**config.mk**
```make
export PLATFORM = sky130hd
export DESIGN_NAME = tts_back
export DESIGN_NICKNAME = d
export VERILOG_FILES = /design/src/sv/tts_pkg.sv /design/src/sv/tts_back.sv
export SDC_FILE = /design/constraint.sdc
export NUM_CORES = 1
export LEC_CHECK = 0
export BUFFER_PORTS_ARGS = -buffer_cell sky130_fd_sc_hd__buf_4
export CORE_AREA = 2 2 129 131
export DETAILED_ROUTE_END_ITERATION = 8
export DIE_AREA = 0 0 131 133
export GPL_ROUTABILITY_DRIVEN = 0
export PLACE_DENSITY = 0.72
export SYNTH_ARGS = -nofsm -noshare
export SYNTH_HDL_FRONTEND = slang
export SYNTH_SLANG_ARGS = --single-unit
```
**constraint.sdc**
```tcl
create_clock -name clk -period 8.7 [get_ports clk]
set_input_delay 2.175 -clock clk [delete_from_list [all_inputs] [get_ports clk]]
set_output_delay 2.175 -clock clk [all_outputs]
set_load 0.05 [all_outputs]
```
**src/sv/tts_pkg.sv**
```systemverilog
`timescale 1ns / 1ps
// ----------------------------------------------------------------------------
// tts_pkg
// Shared widths, types and the arctangent table for the steering converter.
// ----------------------------------------------------------------------------
package tts_pkg;

  // field widths
  localparam int SpeedW     = 16;
  localparam int YawW       = 16;
  localparam int AngleW     = 12;
  localparam int WheelBaseW = 12;
  localparam int SteerLimW  = 11;
  localparam int SpeedLimW  = 15;

  // cordic datapath widths: |x|,|y| stay below 2^45 over all stages
  localparam int CordicW = 48;
  localparam int AngleZW = 19;
  localparam int TableW  = 17;
  localparam int FracW   = 16;
  localparam int TableLen = 24;

  // default stage count
  localparam int AngleStagesDef = 16;

  // register indexes
  localparam logic [1:0] RegWheelBase = 2'd0;
  localparam logic [1:0] RegSteerLim  = 2'd1;
  localparam logic [1:0] RegSpeedLim  = 2'd2;

  // register reset values
  localparam logic [WheelBaseW-1:0] WheelBaseRst = 12'd320;
  localparam logic [SteerLimW-1:0]  SteerLimRst  = 11'd450;
  localparam logic [SpeedLimW-1:0]  SpeedLimRst  = 15'd2000;

  // side data that rides along with each request
  typedef struct packed {
    logic signed [SpeedW-1:0] speed;
    logic                     slow;
  } side_t;

  // atan(2^-i) in units of 2^-16 rad, rounded
  function automatic logic [TableW-1:0] atan_entry(input int i);
    logic [TableW-1:0] val;
    case (i)
      0:  val = 17'd51472;
      1:  val = 17'd30385;
      2:  val = 17'd16055;
      3:  val = 17'd8150;
      4:  val = 17'd4091;
      5:  val = 17'd2047;
      6:  val = 17'd1024;
      7:  val = 17'd512;
      8:  val = 17'd256;
      9:  val = 17'd128;
      10: val = 17'd64;
      11: val = 17'd32;
      12: val = 17'd16;
      13: val = 17'd8;
      14: val = 17'd4;
      15: val = 17'd2;
      16: val = 17'd1;
      default: val = '0;
    endcase
    return val;
  endfunction

endpackage

```
**src/sv/tts_back.sv**
```systemverilog
`timescale 1ns / 1ps
// ----------------------------------------------------------------------------
// tts_back
// Scales the angle to milliradians, applies the limit and holds the result.
// ----------------------------------------------------------------------------
module tts_back (
  input  logic                               clk,
  input  logic                               rst,
  input  logic                               in_valid,
  output logic                               in_ready,
  input  logic signed [tts_pkg::AngleZW-1:0] in_z,
  input  tts_pkg::side_t                     in_side,
  input  logic [10:0]                        steer_limit_mrad,
  output logic                               out_valid,
  input  logic                               out_ready,
  output logic signed [15:0]                 out_speed,
  output logic signed [11:0]                 steer_angle
);
  import tts_pkg::*;

  localparam int ProdW = 28;

  logic                   v1, v2;
  logic                   neg1;
  logic [AngleW-1:0]      q1;
  side_t                  side1;
  logic signed [SpeedW-1:0] speed2;
  logic signed [AngleW-1:0] angle2;

  logic rdy1, rdy2;
  logic [AngleZW-2:0]     zmag;
  logic [ProdW-1:0]       prod;
  logic [AngleW-1:0]      lim, sel;

  assign rdy2     = !v2 || out_ready;
  assign rdy1     = !v1 || rdy2;
  assign in_ready = rdy1;

  // magnitude times 1000 with half-up rounding
  always_comb begin
    zmag = in_z[AngleZW-1] ? (AngleZW-1)'(-in_z) : in_z[AngleZW-2:0];
    prod = ProdW'(zmag * ProdW'(1000)) + ProdW'(32768);
  end

  always_ff @(posedge clk) begin
    if (rst) begin
      v1 <= 1'b0;
    end else if (rdy1) begin
      v1 <= in_valid;
    end
    if (rdy1) begin
      neg1  <= in_z[AngleZW-1];
      q1    <= prod[FracW +: AngleW];
      side1 <= in_side;
    end
  end

  // limit magnitude and zero at low speed; the sign is restored in the output register
  always_comb begin
    lim = {1'b0, steer_limit_mrad};
    if (side1.slow) begin
      sel = '0;
    end else if (q1 > lim) begin
      sel = lim;
    end else begin
      sel = q1;
    end
  end

  // output register
  always_ff @(posedge clk) begin
    if (rst) begin
      v2 <= 1'b0;
    end else if (rdy2) begin
      v2 <= v1;
    end
    if (rdy2) begin
      speed2 <= side1.speed;
      angle2 <= neg1 ? -$signed(sel) : $signed(sel);
    end
  end

  assign out_valid   = v2;
  assign out_speed   = speed2;
  assign steer_angle = angle2;

endmodule

```
After elaboration in Yosys (flattened, before gate mapping)
Cells that the tools add are included.

word-level totals
  memories kept = 0
  bits of input ports = 51
  ROM bits = 0
  word-level logic and storage cells = 21
  register bits after elaboration = 60
  RAM bits = 0
  latch bits = 0
  output and inout bits = 30

operators by class
  div/mod/pow operators = 0
  add/sub/neg operators = 3
  $mul = 1
  mux-type cells = 4
  reductions and logical operators = 4
  order comparisons = 1
  shift-type cells = 0
  bitwise operators = 0
  eq/ne operators = 0

operator list
  kind                      number
  $mux W12                  3
  $add A28 B16 Y28 const B  1
  $mul A18 B7 Y25 const B   1
  $mux W18                  1
  $neg A18 Y18              1
  $gt A12 B11 Y1            1
  $neg A12 Y12              1
  $logic_not A1 Y1          2
  $logic_or A1 B1 Y1        2

Depth between registers and ports, before layout
  depth in word-level cells = 5
  depth in mapped cells = 26
  mapped depth without buffers = 26

Least setup slack after synthesis
Ideal clock, no wire load.

  path kind = input to register
  from = input port in_z[2] (netlist name)
  to = register q1[10], data pin
  library setup time = 0.258 ns
  required time = 8.442 ns
  path slack = 0.414 ns
  cell stages on the path = 20
  path buffers = 1
  data arrival time = 8.029 ns
  cell sequence = or4_1 -> or4_4 -> o41ai_1 -> xnor2_1 -> inv_1 -> fa_1 -> fa_1 -> fa_1 -> fa_1 -> inv_1 -> ha_1 -> clkbuf_1 -> a21o_1 -> mux2_1 -> a21oi_1 -> nand3_1 -> or3_4 -> nor4_4 -> nand3_1 -> xnor2_1

on the way
  longest elaborated chain between the ends = 4

ends and longest elaborated chain
  item                  RTL line        text
  from (decl)           tts_back.sv:11  input logic signed [tts_pkg::AngleZW-1:0] in_z,
  $neg A18 Y18          tts_back.sv:41  zmag = in_z[AngleZW-1] ? (AngleZW-1)'(-in_z) : in_z[AngleZW-2:0];
  $mux W18 *            tts_back.sv:41
  $mul A18 B7 Y25 *     tts_back.sv:42  prod = ProdW'(zmag * ProdW'(1000)) + ProdW'(32768);
  $add A28 B16 Y28 *    tts_back.sv:42
  named net prod[26]    tts_back.sv:32  logic [ProdW-1:0] prod;
  to (signal assigned)  tts_back.sv:53  q1 <= prod[FracW +: AngleW];
  to (decl)             tts_back.sv:25  logic [AngleW-1:0] q1;

Mark *: on every way through the listed nets, which the timed path passes. The rest lies on a longest branch.
A chain may end at the register's enable or synchronous reset.

Worst setup path after layout
  from = input port in_z[0] (netlist name)
  to = register q1[10], data pin

The elaborated chain is that of the path after synthesis.

==> impl_metrics.yaml <==
timing:
  slew_headroom: 0.316
  finalHoldViolCount: 0
  fin_setup_tns_ps: 0
  fmax_mhz: 121
  worst_clock_skew_ps: 6.92
  slew_viol_final: 0
  tightest_slew_ps: 1030
  min_period_ps: 8240
  setup_violations: 0
  worst_hold_slack_ps: 416
  fin_crit_sh: 0.948
  rsz0062_at_grt: "false"
clock_network:
  cts_buffers: 9
  cts.clk_slew.worst_paths_ps: 50
  clockRootBuffer: "clkbuf_16"
  clock_sinks: 60
  cts_max_level: 3
  cts_tree: "done"
  clock_latency_ps: 330
  clk_path_buf_depth: 2
detailed_routing:
  wl_met1_um: 5490
  postRouteAntennaNets: 0
  viasPerCell: 4.89
  vias: 4623
  drt_iter0_drc: 313
  highest_layer: "met4"
  drt-wirelength-per-cell_um: 12.5
  wl_um: 11800
  drc: 0
  wl_met3_um: 661
  drt_pass1_iterations: 5
  wl_met2_um: 5520
setup_path:
  slowest_stage: "fa_1"
  worst_ep_arrival_time_ps: 8320
  max_stage_delay_ps: 520
  worst_ep_required_time_ps: 8770
  path_max_fanout: 10
  cp_common_cell: "inv_1"
  crit_family: "adder cells"
  critPathKind: "input port to register"
  crit_path_end_kind: "register"
  cp-start-kind: "input port"
  crit_buf_inv: 5
layout:
  area_growth_pct: 20.5
  multi_input_area_mm2: 0.00410
  postLayoutCoreUtil: 0.468
  diodes: 0
  fin_cells: 946
  final.fill_count: 1502
  final_nets: 887
  regArea_mm2: 0.00178
  drive_above_1_share: 0.190
yosys:
  synth_ff_type: "edfxtp_1"
  synth_warnings: 0
  syn_area_per_cell_um2: 10.0
  synth-seq-cells: 60
  synth.net_count: 791
  ys_async_sr_fraction: 0
  synth_edf_count: 58
  yosys.area.top_type_share: 0.278
  synthTopCellsByCount: "inv_1, ha_1, edfxtp_1"
  ys_seq_area_frac: 0.284
  ys_top_cells_by_area: "edfxtp_1, fa_1, ha_1, inv_1, xnor2_1"
  post-synth-top-count-cell: "inv_1"
  synth.distinct_cells: 68
  syn-instance-count: 625
  synth_area_mm2: 0.00627
  yosysTopAreaCell: "edfxtp_1"
die:
  core_mm2: 0.0162
  die_y_um: 133
  start_util: 0.388
  row_count: 47
  die_w_um: 131
  ios: 81
  dieArea_mm2: 0.0174
global_route:
  grt_overflow: 0
  antenna_found_initial: 0
  grt_start_max_net_pins: 31
  grt_pass1_wl_um: 20000
  grt_usage: 0.142
  grt_pass1_vias: 4366
placed_design:
  place_hpwl_um: 9910
  dp_cells: 930
  portBuffers: 80
run_status:
  status: "finished clean"
hold_path:
  hold_class: "register to register"
job:
  maxCapViolations: 0
worst paths after layout:
kind,cells past startpoint,slack (ps),from,endpoint
hold / removal,0,420,side1[1],out_speed[0]
setup reg to reg,12,4960,q1[8],steer_angle[10]
hold reg to reg,0,420,side1[1],out_speed[0]
setup / recovery,25,460,in_z[0],q1[10]
routing by layer:
layer / GRT usage / vias to the layer above
met3: 0.0230 / 11
met5: 0 / -
met1: 0.196 / 2116
li1: - / 2367
met2: 0.227 / 129
met4: 0.0426 / 0
state kept, by name, summed over array words and instances, names as in the netlist:
signal	cells
side1	17
out_speed	16
q1	12
steer_angle	12
neg1	1
out_valid	1
v1	1
cell type report:
class | instances | share of cell area
clock buffers | 12 | 0.0339
clock inverters | 4 | 0.00960
inverters | 95 | 0.0472
multi-input cells | 459 | 0.542
flip-flops and latches | 60 | 0.236
well taps | 220 | 0.0364
repair buffers | 96 | 0.0953
cells by family (layout without fill, tap and decap cells):
logic type,Yosys count,count (layout),share of synthesized area
fa+ha+maj,118,118,0.296
buf+inv,106,207,0.0648
compound gates,121,121,0.129
mux,4,4,0.00698
simple gates,163,163,0.137
xor+xnor,53,53,0.0818
flops,60,60,0.284
per-stage QoR:
| stage | area (um^2) | setup WS [ps] |
|---|---|---|
| after CTS | 7550 | 407 |
| after global routing | 7560 | 39.3 |
| final | 7560 | 455 |
| after global placement | 7220 | 240 |
| after detailed placement | 7220 | 78.2 |
| after floorplan | 6270 | 414 |
cell usage in the layout (no fill, tap or decap), types with 4 or more instances in the layout:
cell / n
o31a_1: 4
or3_1: 5
edfxtp_1: 58
nand4_1: 10
o21a_1: 4
xnor2_1: 31
nand2b_1: 5
o31ai_1: 4
a211oi_1: 6
a21o_1: 11
fa_1: 52
nand3_1: 15
nand2_1: 45
or2_2: 8
clkbuf_16: 9
nor3_1: 14
ha_1: 63
nor2b_1: 5
o21ai_0: 30
or4_1: 4
and2_1: 6
xor2_1: 17
a21oi_1: 30
inv_1: 95
nor4_1: 4
nor2_1: 27
buf_4: 96
what timing repair did:
item,4_1_cts,5_1_grt
endpoints found under the setup margin,0,2
hold buffers,0,0
buffers inserted,0,0
resized for setup,0,1
Power is not shown: default switching activity piles up to over one toggle a cycle in this logic, so the estimate is an artifact.
