File: config.mk
export PLATFORM = sky130hd
export DESIGN_NAME = tts_front
export DESIGN_NICKNAME = d
export VERILOG_FILES = /design/src/sv/tts_pkg.sv /design/src/sv/tts_front.sv
export SDC_FILE = /design/constraint.sdc
export NUM_CORES = 1
export LEC_CHECK = 0
export BUFFER_PORTS_ARGS = -buffer_cell sky130_fd_sc_hd__clkbuf_2
export CAP_MARGIN = 20
export CORE_MARGIN = 8
export CORE_UTILIZATION = 35
export CTS_BUF_LIST = sky130_fd_sc_hd__clkbuf_4 sky130_fd_sc_hd__clkbuf_8 sky130_fd_sc_hd__clkbuf_16
export DETAILED_ROUTE_END_ITERATION = 12
export GPL_ROUTABILITY_DRIVEN = 0
export SYNTH_ARGS = -nofsm -noshare
export SYNTH_HDL_FRONTEND = slang
export SYNTH_SLANG_ARGS = --single-unit
File: constraint.sdc
create_clock -name clk -period 8.6 [get_ports clk]
set_clock_uncertainty 0.05 [all_clocks]
set_input_delay 1.29 -clock clk [delete_from_list [all_inputs] [get_ports clk]]
set_output_delay 1.29 -clock clk [all_outputs]
set_load 0.01 [all_outputs]
File: src/sv/tts_pkg.sv
`timescale 1ns / 1ps
// ----------------------------------------------------------------------------
// tts_pkg
// Shared widths, types and the arctangent table for the steering converter.
// ----------------------------------------------------------------------------
package tts_pkg;

  // field widths
  localparam int SpeedW     = 16;
  localparam int YawW       = 16;
  localparam int AngleW     = 12;
  localparam int WheelBaseW = 12;
  localparam int SteerLimW  = 11;
  localparam int SpeedLimW  = 15;

  // cordic datapath widths: |x|,|y| stay below 2^45 over all stages
  localparam int CordicW = 48;
  localparam int AngleZW = 19;
  localparam int TableW  = 17;
  localparam int FracW   = 16;
  localparam int TableLen = 24;

  // default stage count
  localparam int AngleStagesDef = 16;

  // register indexes
  localparam logic [1:0] RegWheelBase = 2'd0;
  localparam logic [1:0] RegSteerLim  = 2'd1;
  localparam logic [1:0] RegSpeedLim  = 2'd2;

  // register reset values
  localparam logic [WheelBaseW-1:0] WheelBaseRst = 12'd320;
  localparam logic [SteerLimW-1:0]  SteerLimRst  = 11'd450;
  localparam logic [SpeedLimW-1:0]  SpeedLimRst  = 15'd2000;

  // side data that rides along with each request
  typedef struct packed {
    logic signed [SpeedW-1:0] speed;
    logic                     slow;
  } side_t;

  // atan(2^-i) in units of 2^-16 rad, rounded
  function automatic logic [TableW-1:0] atan_entry(input int i);
    logic [TableW-1:0] val;
    case (i)
      0:  val = 17'd51472;
      1:  val = 17'd30385;
      2:  val = 17'd16055;
      3:  val = 17'd8150;
      4:  val = 17'd4091;
      5:  val = 17'd2047;
      6:  val = 17'd1024;
      7:  val = 17'd512;
      8:  val = 17'd256;
      9:  val = 17'd128;
      10: val = 17'd64;
      11: val = 17'd32;
      12: val = 17'd16;
      13: val = 17'd8;
      14: val = 17'd4;
      15: val = 17'd2;
      16: val = 17'd1;
      default: val = '0;
    endcase
    return val;
  endfunction

endpackage

File: src/sv/tts_front.sv
`timescale 1ns / 1ps
// ----------------------------------------------------------------------------
// tts_front
// Speed clamp, sign fold and the two operand products for the arctangent.
// ----------------------------------------------------------------------------
module tts_front (
  input  logic                          clk,
  input  logic                          rst,
  input  logic                          in_valid,
  output logic                          in_ready,
  input  logic signed [15:0]            cmd_speed,
  input  logic signed [15:0]            cmd_yaw_rate,
  input  logic [11:0]                   wheel_base_mm,
  input  logic [14:0]                   speed_limit_mm_s,
  output logic                          out_valid,
  input  logic                          out_ready,
  output logic signed [tts_pkg::CordicW-1:0] out_x,
  output logic signed [tts_pkg::CordicW-1:0] out_y,
  output tts_pkg::side_t                out_side
);
  import tts_pkg::*;

  // stage one registers
  logic                     v1;
  logic [SpeedLimW-1:0]     mag1;
  logic signed [YawW:0]     yaw1;
  side_t                    side1;
  // stage two registers
  logic                     v2;
  logic [24:0]              xprod2;
  logic signed [28:0]       yprod2;
  side_t                    side2;

  logic rdy1, rdy2;
  logic signed [SpeedW:0]   spd_ext, lim_pos, lim_neg;
  logic signed [SpeedW-1:0] spd_clamped;
  logic [SpeedLimW-1:0]     spd_mag;
  logic signed [YawW:0]     yaw_ext;

  assign rdy2     = !v2 || out_ready;
  assign rdy1     = !v1 || rdy2;
  assign in_ready = rdy1;

  // clamp speed to the limit and take its magnitude
  always_comb begin
    spd_ext = {cmd_speed[SpeedW-1], cmd_speed};
    lim_pos = $signed({2'b00, speed_limit_mm_s});
    lim_neg = -lim_pos;
    if (spd_ext > lim_pos) begin
      spd_clamped = lim_pos[SpeedW-1:0];
    end else if (spd_ext < lim_neg) begin
      spd_clamped = lim_neg[SpeedW-1:0];
    end else begin
      spd_clamped = cmd_speed;
    end
    if (spd_clamped[SpeedW-1]) begin
      spd_mag = SpeedLimW'(-spd_clamped);
    end else begin
      spd_mag = spd_clamped[SpeedLimW-1:0];
    end
    yaw_ext = {cmd_yaw_rate[YawW-1], cmd_yaw_rate};
  end

  // stage one: clamp and sign fold of the yaw rate
  always_ff @(posedge clk) begin
    if (rst) begin
      v1 <= 1'b0;
    end else if (rdy1) begin
      v1 <= in_valid;
    end
    if (rdy1) begin
      mag1        <= spd_mag;
      yaw1        <= spd_clamped[SpeedW-1] ? -yaw_ext : yaw_ext;
      side1.speed <= spd_clamped;
      side1.slow  <= (spd_mag <= SpeedLimW'(1));
    end
  end

  // stage two: the two products
  always_ff @(posedge clk) begin
    if (rst) begin
      v2 <= 1'b0;
    end else if (rdy2) begin
      v2 <= v1;
    end
    if (rdy2) begin
      xprod2 <= 25'(mag1 * 25'd1000);
      yprod2 <= $signed({17'd0, wheel_base_mm}) * $signed({{12{yaw1[YawW]}}, yaw1});
      side2  <= side1;
    end
  end

  assign out_valid = v2;
  assign out_x     = $signed({{(CordicW-25-FracW){1'b0}}, xprod2, {FracW{1'b0}}});
  assign out_y     = $signed({{(CordicW-29-FracW){yprod2[28]}}, yprod2, {FracW{1'b0}}});
  assign out_side  = side2;

endmodule

=== After elaboration in Yosys (flattened, before gate mapping) ===
Cells that the tools add are included.

* Bits in latches: 0
* Memories kept: 0
* Word-level logic and storage cells: 26
* RAM bits: 0
* Bits in registers: 119
* Output and inout port bits: 115
* ROM bits: 0

* Reductions and logical operators: 4
* Add/sub/neg operators: 3
* Divide/modulo/power cells: 0
* Eq/ne operators: 0
* Multipliers: 2
* Shift operators: 0
* Multiplexer cells: 4
* $lt $le $gt $ge: 3
* Bitwise logic cells: 0

{| class="wikitable"
|+ Operator list
! cell !! count
|-
| 16-bit 2-to-1 mux || 2
|-
| 13-bit by 17-bit multiplier with 29-bit output || 1
|-
| 15-bit by 7-bit multiplier with 22-bit output (second input constant) || 1
|-
| 16-bit by 17-bit < comparator with 1-bit output || 1
|-
| 17-bit 2-to-1 mux || 1
|-
| 15-bit negation with 17-bit output || 1
|-
| 16-bit negation with 17-bit output || 1
|-
| 16-bit > comparator || 1
|-
| 15-bit by 1-bit <= comparator with 1-bit output (second input constant) || 1
|-
| 15-bit 2-to-1 mux || 1
|-
| 15-bit negation || 1
|-
| 1-bit zero test || 2
|-
| 1-bit logical OR || 2
|}

=== Depth between registers and ports, before layout ===
Gate-level depths: netlist of the first run.

* Depth in word-level cells: 7
* Gate-level depth with buffers: 24
* Mapped depth without buffers: 22

=== Least setup slack after synthesis of the first run ===
No wires, ideal clock.

* Path type: input port to flip-flop
* Start point: input speed_limit_mm_s[1]
* End point: register side1[0] (netlist name), data pin
* Buffers on the path: 2
* Required time: 8381 ps
* Arrival: 7097 ps
* Setup time: 169 ps
* Cell stages on the path: 23
* Slack: 1285 ps
* Cells stage by stage: inv_1 -> ha_1 -> nor3b_1 -> nand2_1 -> nor3b_1 -> nand4_1 -> nor2_1 -> ha_1 -> or4b_1 -> a21oi_1 -> o211ai_1 -> o311ai_4 -> buf_6 -> buf_4 -> o31ai_2 -> inv_1 -> ha_1 -> o221ai_2 -> nor4_1 -> mux2_2 -> or4_1 -> or4b_1 -> nor4b_2

* Word-level cells in the longest chain between the ends: 7

{| class="wikitable"
|+ RTL lines
! element !! RTL line !! source
|-
| start: declaration || tts_front.sv:14 || <nowiki>input logic [14:0] speed_limit_mm_s,</nowiki>
|-
| 15-bit negation with 17-bit output || tts_front.sv:48 || <nowiki>lim_neg = -lim_pos;</nowiki>
|-
| 16-bit by 17-bit < comparator with 1-bit output || tts_front.sv:51 || <nowiki>end else if (spd_ext < lim_neg) begin</nowiki>
|-
| 16-bit 2-to-1 mux || tts_front.sv:51 ||
|-
| 16-bit 2-to-1 mux (*) || tts_front.sv:49 || <nowiki>if (spd_ext > lim_pos) begin</nowiki>
|-
| named net spd_clamped[0] || tts_front.sv:36 || <nowiki>logic signed [SpeedW-1:0] spd_clamped;</nowiki>
|-
| 15-bit negation || tts_front.sv:57 || <nowiki>spd_mag = SpeedLimW'(-spd_clamped);</nowiki>
|-
| 15-bit 2-to-1 mux (*) || tts_front.sv:56 || <nowiki>if (spd_clamped[SpeedW-1]) begin</nowiki>
|-
| 15-bit by 1-bit <= comparator with 1-bit output (*) || tts_front.sv:75 || <nowiki>side1.slow <= (spd_mag <= SpeedLimW'(1));</nowiki>
|-
| end: declaration || tts_front.sv:27 || <nowiki>side_t side1;</nowiki>
|}

The timed path passes the listed nets; every way through them passes the cells marked *.
A chain may end at the register's enable or synchronous reset.

=== Final worst setup path of the first run ===
* Start point: input speed_limit_mm_s[0]
* End point: register side1[0] (netlist name), data pin

The elaborated chain is that of the path after synthesis.

==> results_dict.tcl, run 1 <==
set metrics [dict create \
    async_reset_ff_frac 0 \
    clock_sinks 117 \
    area_growth_pct 10.7 \
    relSlewSlack 0.358 \
    vias 10896 \
    rsz0062_at_grt "no" \
    post-route-min-period_ns 7.55 \
    r2r_cells 20 \
    crit_type "in2reg" \
    drtIter0Drc 628 \
    synth_edf_count 115 \
    cts_tree "built" \
    place_inst 2205 \
    grt_pass1_wl_mm 62.2 \
    ys_top_cells_by_area "fa_1 30%, edfxtp_1 22%, ha_1 12%, inv_1 6.2%, and2_1 4.6%" \
    track_usage 0.150 \
    multi_input_area_um2 10900 \
    min_to "out_side[15]$_DFFE_PP_" \
    drt-pass1-iter-count 5 \
    dp_hpwl_mm 31.0 \
    ant_nets 0 \
    die_area_um2 52000 \
    hp-start "side1[15]$_DFFE_PP_" \
    r2r_end "yprod2[27]$_DFFE_PP_" \
    diodes 0 \
    grt_pass1_vias 11545 \
    worst_slew_pin_slew_ns 0.963 \
    final_layout_size_suffix_gt1_frac 0.122 \
    vias_per_cell 4.87 \
    timing.fmax_mhz 132 \
    maxSlewViolCount 0 \
    cts_hold_buf 0 \
    clock-root-buffer "clkbuf_16" \
    yosysTopAreaCellShare 0.299 \
    rows 77 \
    clock_path_buffers 2 \
    cts_buffers 17 \
    hold_path.class "reg2reg" \
    syn-mean-instance-area_um2 10.4 \
    status "finished clean" \
    ys_ff_latch 117 \
    hold_violations 0 \
    yosysWarnings 0 \
    yosys-top-cells-count "262 x inv_1, 235 x fa_1, 150 x ha_1, 118 x nand2_1, 117 x and2_1" \
    nets 2080 \
    htree_levels 4 \
    min_period_over_period 0.878 \
    ff_latch_area_um2 3490 \
    die-height_um 228 \
    worstPathMaxFanout 18 \
    instances_no_fill 2237 \
    worstPathRequired_ns 8.82 \
    drc 0 \
    yosys.cell_count.top_type "inv_1" \
    setup_violations 0 \
    synthDistinctLibCells 73 \
    drt-total-wl_mm 38.2 \
    io_pins 178 \
    holdPathStages 0 \
    post_cts_buffers 0 \
    yosys.area.top_type "fa_1" \
    synth_ff_type "edfxtp_1" \
    initial_utilization 0.355 \
    coreArea_um2 44300 \
    wl_per_cell_um 17.1 \
    io_buffer_count 135 \
    die_x_um 228 \
    clk_latency_ns 0.45 \
    maxCapViolations 0 \
    cts.repair.resized 0 \
    cp-start-kind "primary input" \
    synth_cells 1519 \
    cp.arrival_ns 7.77 \
    grt_overflow_total 0 \
    regToRegStartpoint "yaw1[5]$_DFFE_PP_" \
    ys_seq_area_frac 0.222 \
    nFillCells 4401 \
    antenna_found_initial 2 \
    tns_ns 0 \
    grt_max_degree 68 \
    clk_pin_slew_ns 0.06 \
    end_kind "register" \
    netlist_area_um2 15800 \
    r2r_slack_ns 1.81 \
]
[worst max-delay path, cell delays in order]
cell and delay, ns:
clkbuf_2 0.13, inv_1 0.07, ha_1 0.20, nor3b_1 0.63, nand2_1 0.23, nor3b_1 0.26
buf_4 0.18, nand4_1 0.20, nor2_1 0.15, ha_1 0.17, or4b_1 0.44, a21oi_1 0.23
o211ai_1 0.20, o311ai_4 0.54, buf_4 0.35, mux2i_1 0.25, o22ai_2 0.18, nor4_1 0.46
mux2_2 0.38, or4_1 0.51, or4b_1 0.49, nor4b_2 0.22
[cells by family after synthesis]
kind of cell | after synthesis | synth area share
AOI/OAI and AO/OA | 186 | 0.0830
xor gates and xnor gates | 83 | 0.0462
adders and majority gates | 385 | 0.418
buffers and inverters | 352 | 0.0960
DFF | 117 | 0.222
muxes | 11 | 0.00739
other | 1 | 0.000238
and+or+nand+nor | 384 | 0.128
[layout by cell type, fill, tap and decap left out, types with 8 or more instances in the layout]
master and instances:
conb_1 42, and2_1 117, o21ai_0 29, a31oi_1 10
ha_1 150, inv_1 261, mux2i_1 9, nand3_1 12
a21o_1 16, clkbuf_2 135, nor3_1 19, edfxtp_1 115
o21a_1 8, clkbuf_16 17, a211oi_1 11, nand2_1 117
xor2_1 22, nand2b_1 9, nor2_1 52, a21oi_1 48
xnor2_1 61, fa_1 235
[final cells by class]
| class | instances | area share |
|---|---|---|
| Clock buffer | 17 | 0.0244 |
| Clock inverter | 15 | 0.00883 |
| Inverter | 263 | 0.0568 |
| Multi-Input combinational cell | 1091 | 0.625 |
| Sequential cell | 117 | 0.200 |
| Tap cell | 592 | 0.0425 |
| Timing Repair Buffer | 142 | 0.0418 |
[sequential cells by signal, indices dropped and copies added (netlist names)]
signal and flops:
mag1 15, yprod2 29, out_side 17, v1 1
out_valid 1, yaw1 17, side1 16, xprod2 21
[metrics by stage]
stage | hold slack [ns] | setup slack [ns] | util | area [um2]
finish | 0.367 | 1.05 | 0.393 | 17400
global route | 0.371 | 0.494 | 0.393 | 17400
CTS | 0.369 | 1.12 | 0.393 | 17400
detailed placement | 0.355 | 0.667 | 0.380 | 16900
global placement | 0.351 | 0.948 | 0.380 | 16900
floorplan | 0.350 | 1.28 | - | 15900
[metal layers]
layer	GRT usage	up-vias	wire length [um]
li1	-	5088	-
met1	0.200	5488	17700
met2	0.239	285	17700
met3	0.0395	31	2280
met4	0.0385	4	489
met5	0	-	27
[how the worst max path moves through the flow]
stage                                   start                 end  slack, ns  depth (start not counted)
after detailed placement  speed_limit_mm_s[0]  side1[0]$_DFFE_PP_       0.67                         24
after floorplan           speed_limit_mm_s[1]  side1[0]$_DFFE_PP_       1.28                         23
after global placement    speed_limit_mm_s[0]  side1[0]$_DFFE_PP_       0.95                         22
after global routing      speed_limit_mm_s[1]  side1[0]$_DFFE_PP_       0.49                         24
final                     speed_limit_mm_s[0]  side1[0]$_DFFE_PP_       1.05                         22
after CTS                 speed_limit_mm_s[0]  side1[0]$_DFFE_PP_       1.12                         24
Power of run 1 is left out: the tool's default activity adds up to more than one toggle a clock period on the data nets, which glitch-free logic cannot reach.
==> run 2, diff against run 1 <==
--- a/config.mk
+++ b/config.mk
@@ -12,6 +12,7 @@
 export CTS_BUF_LIST = sky130_fd_sc_hd__clkbuf_4 sky130_fd_sc_hd__clkbuf_8 sky130_fd_sc_hd__clkbuf_16
 export DETAILED_ROUTE_END_ITERATION = 12
 export GPL_ROUTABILITY_DRIVEN = 0
+export REMOVE_ABC_BUFFERS = 1
 export SYNTH_ARGS = -nofsm -noshare
 export SYNTH_HDL_FRONTEND = slang
 export SYNTH_SLANG_ARGS = --single-unit
==> results_dict.tcl, run 2 (synthesis results as in run 1) <==
set metrics [dict create \
    clk_latency_ns 0.43 \
    nFillCells 4377 \
    diodes 0 \
    crit_type "in2reg" \
    r2r_cells 20 \
    worstPathMaxFanout 9 \
    die-height_um 228 \
    cts_hold_buf 0 \
    die_x_um 228 \
    setup_violations 0 \
    cts.repair.resized 0 \
    io_buffer_count 135 \
    regToRegStartpoint "yaw1[5]$_DFFE_PP_" \
    dp_hpwl_mm 30.4 \
    timing.fmax_mhz 133 \
    cp-start-kind "primary input" \
    reg_top3 "yprod2 x29, xprod2 x21" \
    ant_nets 0 \
    post_cts_buffers 0 \
    detailroute.wirelength.met3_mm 2.65 \
    area_growth_pct 11.0 \
    multi_input_area_um2 10900 \
    drc 0 \
    cts_tree "built" \
    clock_path_buffers 2 \
    track_usage 0.150 \
    maxCapViolations 0 \
    coreArea_um2 44300 \
    cts_buffers 17 \
    die_area_um2 52000 \
    grt_pass1_vias 11879 \
    rows 77 \
    mostFrequentLayoutCell "inv_1" \
    worst_slew_pin_slew_ns 0.974 \
    r2r_slack_ns 1.90 \
    end_kind "register" \
    slowest_delay_ns 0.62 \
    vias_per_cell 4.91 \
    io_pins 178 \
    worstSetupEndpoint "side1[0]$_DFFE_PP_" \
    wl_per_cell_um 16.9 \
    clk_pin_slew_ns 0.06 \
    cp_top_family "simple AND/OR/NAND/NOR gates" \
    maxSlewViolCount 0 \
    status "finished clean" \
    rsz0062_at_grt "no" \
    largest_register_ffs 29 \
    relSlewSlack 0.351 \
    vias 10977 \
    path_buf_inv 4 \
    cp.arrival_ns 7.72 \
    most-common-layout-cells "261 x inv_1, 235 x fa_1, 150 x ha_1, 135 x clkbuf_2" \
    cp_common_cell "ha_1" \
    wl_met2_mm 17.3 \
    grt_max_degree 68 \
    crit_start "speed_limit_mm_s[1]" \
    path_depth 24 \
    drt-met1-wl_mm 17.4 \
    top_register "yprod2" \
    drt-pass1-iter-count 5 \
    nets 2080 \
    drtIter0Drc 560 \
    slowest_stage "nor3b_1" \
    clock_sinks 117 \
    ff_latch_area_um2 3490 \
    top_layer "met4" \
    drt-total-wl_mm 37.9 \
    post-route-min-period_ns 7.51 \
    crit_chain "clkbuf_2 > inv_1 > ha_1 > nor3b_1 > nand2_1 > nor3b_1 > buf_4 > nand4_1 > nor2_1 > ha_1 > or4b_1 > a21oi_1 > o211ai_1 > o311a_1 > mux2i_1 > a21oi_1 > inv_1 > ha_1 > o221ai_2 > nor4_1 > mux2_2 > or4_1 > or4b_1 > nor4b_2" \
    htree_levels 4 \
    final_layout_size_suffix_gt1_frac 0.123 \
    antenna_found_initial 0 \
    initial_utilization 0.355 \
    worstPathRequired_ns 8.81 \
    hold_path.class "reg2reg" \
    clock-root-buffer "clkbuf_16" \
    hold_violations 0 \
    grt_overflow_total 0 \
    tns_ns 0 \
    min_period_over_period 0.874 \
    grt_pass1_wl_mm 63.2 \
    r2r_end "yprod2[27]$_DFFE_PP_" \
]
==> run 2: cell types whose count changed in the layout (fill, tap and decap cells not counted) <==
| cell | previous run | this run |
|---|---|---|
| a21oi_1 | 48 | 47 |
| a21oi_2 | 0 | 1 |
| bufinv_16 | 2 | 3 |
| clkinv_1 | 1 | 0 |
| clkinv_2 | 4 | 2 |
| clkinv_4 | 2 | 4 |
| clkinvlp_4 | 3 | 2 |
| inv_6 | 4 | 3 |
| inv_8 | 0 | 2 |
==> run 2: stage by stage <==
stage	std cells	util	hold slack, ns	setup WS [ns]	area [um2]
finish	2237	0.394	0.368	1.09	17500
global route	2237	0.394	0.373	0.655	17500
CTS	2237	0.394	0.370	1.16	17500
detailed placement	2205	0.380	0.366	0.732	16900
global placement	2205	0.380	0.353	0.950	16900
floorplan	1471	-	0.350	1.05	15400
==> run 2: per-layer routing <==
metal / vias up / GRT usage
li1: 5083 / -
met1: 5521 / 0.205
met2: 335 / 0.240
met3: 38 / 0.0377
met4: 0 / 0.0301
met5: - / 0
==> run 2: worst min-delay path by stage <==
| stage | startpoint | to | slack [ns] | cells past startpoint |
|---|---|---|---|---|
| finish | side1[9]$_DFFE_PP_ | out_side[9]$_DFFE_PP_ | 0.37 | 0 |
| global route | side1[9]$_DFFE_PP_ | out_side[9]$_DFFE_PP_ | 0.37 | 0 |
| CTS | side1[9]$_DFFE_PP_ | out_side[9]$_DFFE_PP_ | 0.37 | 0 |
| detailed placement | side1[10]$_DFFE_PP_ | out_side[10]$_DFFE_PP_ | 0.37 | 0 |
| global placement | side1[12]$_DFFE_PP_ | out_side[12]$_DFFE_PP_ | 0.35 | 0 |
| floorplan | side1[0]$_DFFE_PP_ | out_side[0]$_DFFE_PP_ | 0.35 | 0 |
==> run 2: layout make-up <==
class	instances	area share
Clock buffer	17	0.0243
Clock inverter	15	0.0111
Inverter	263	0.0567
Multi-Input combinational cell	1091	0.624
Sequential cell	117	0.200
Tap cell	592	0.0424
Timing Repair Buffer	142	0.0417
Power of run 2 is left out for the same reason.
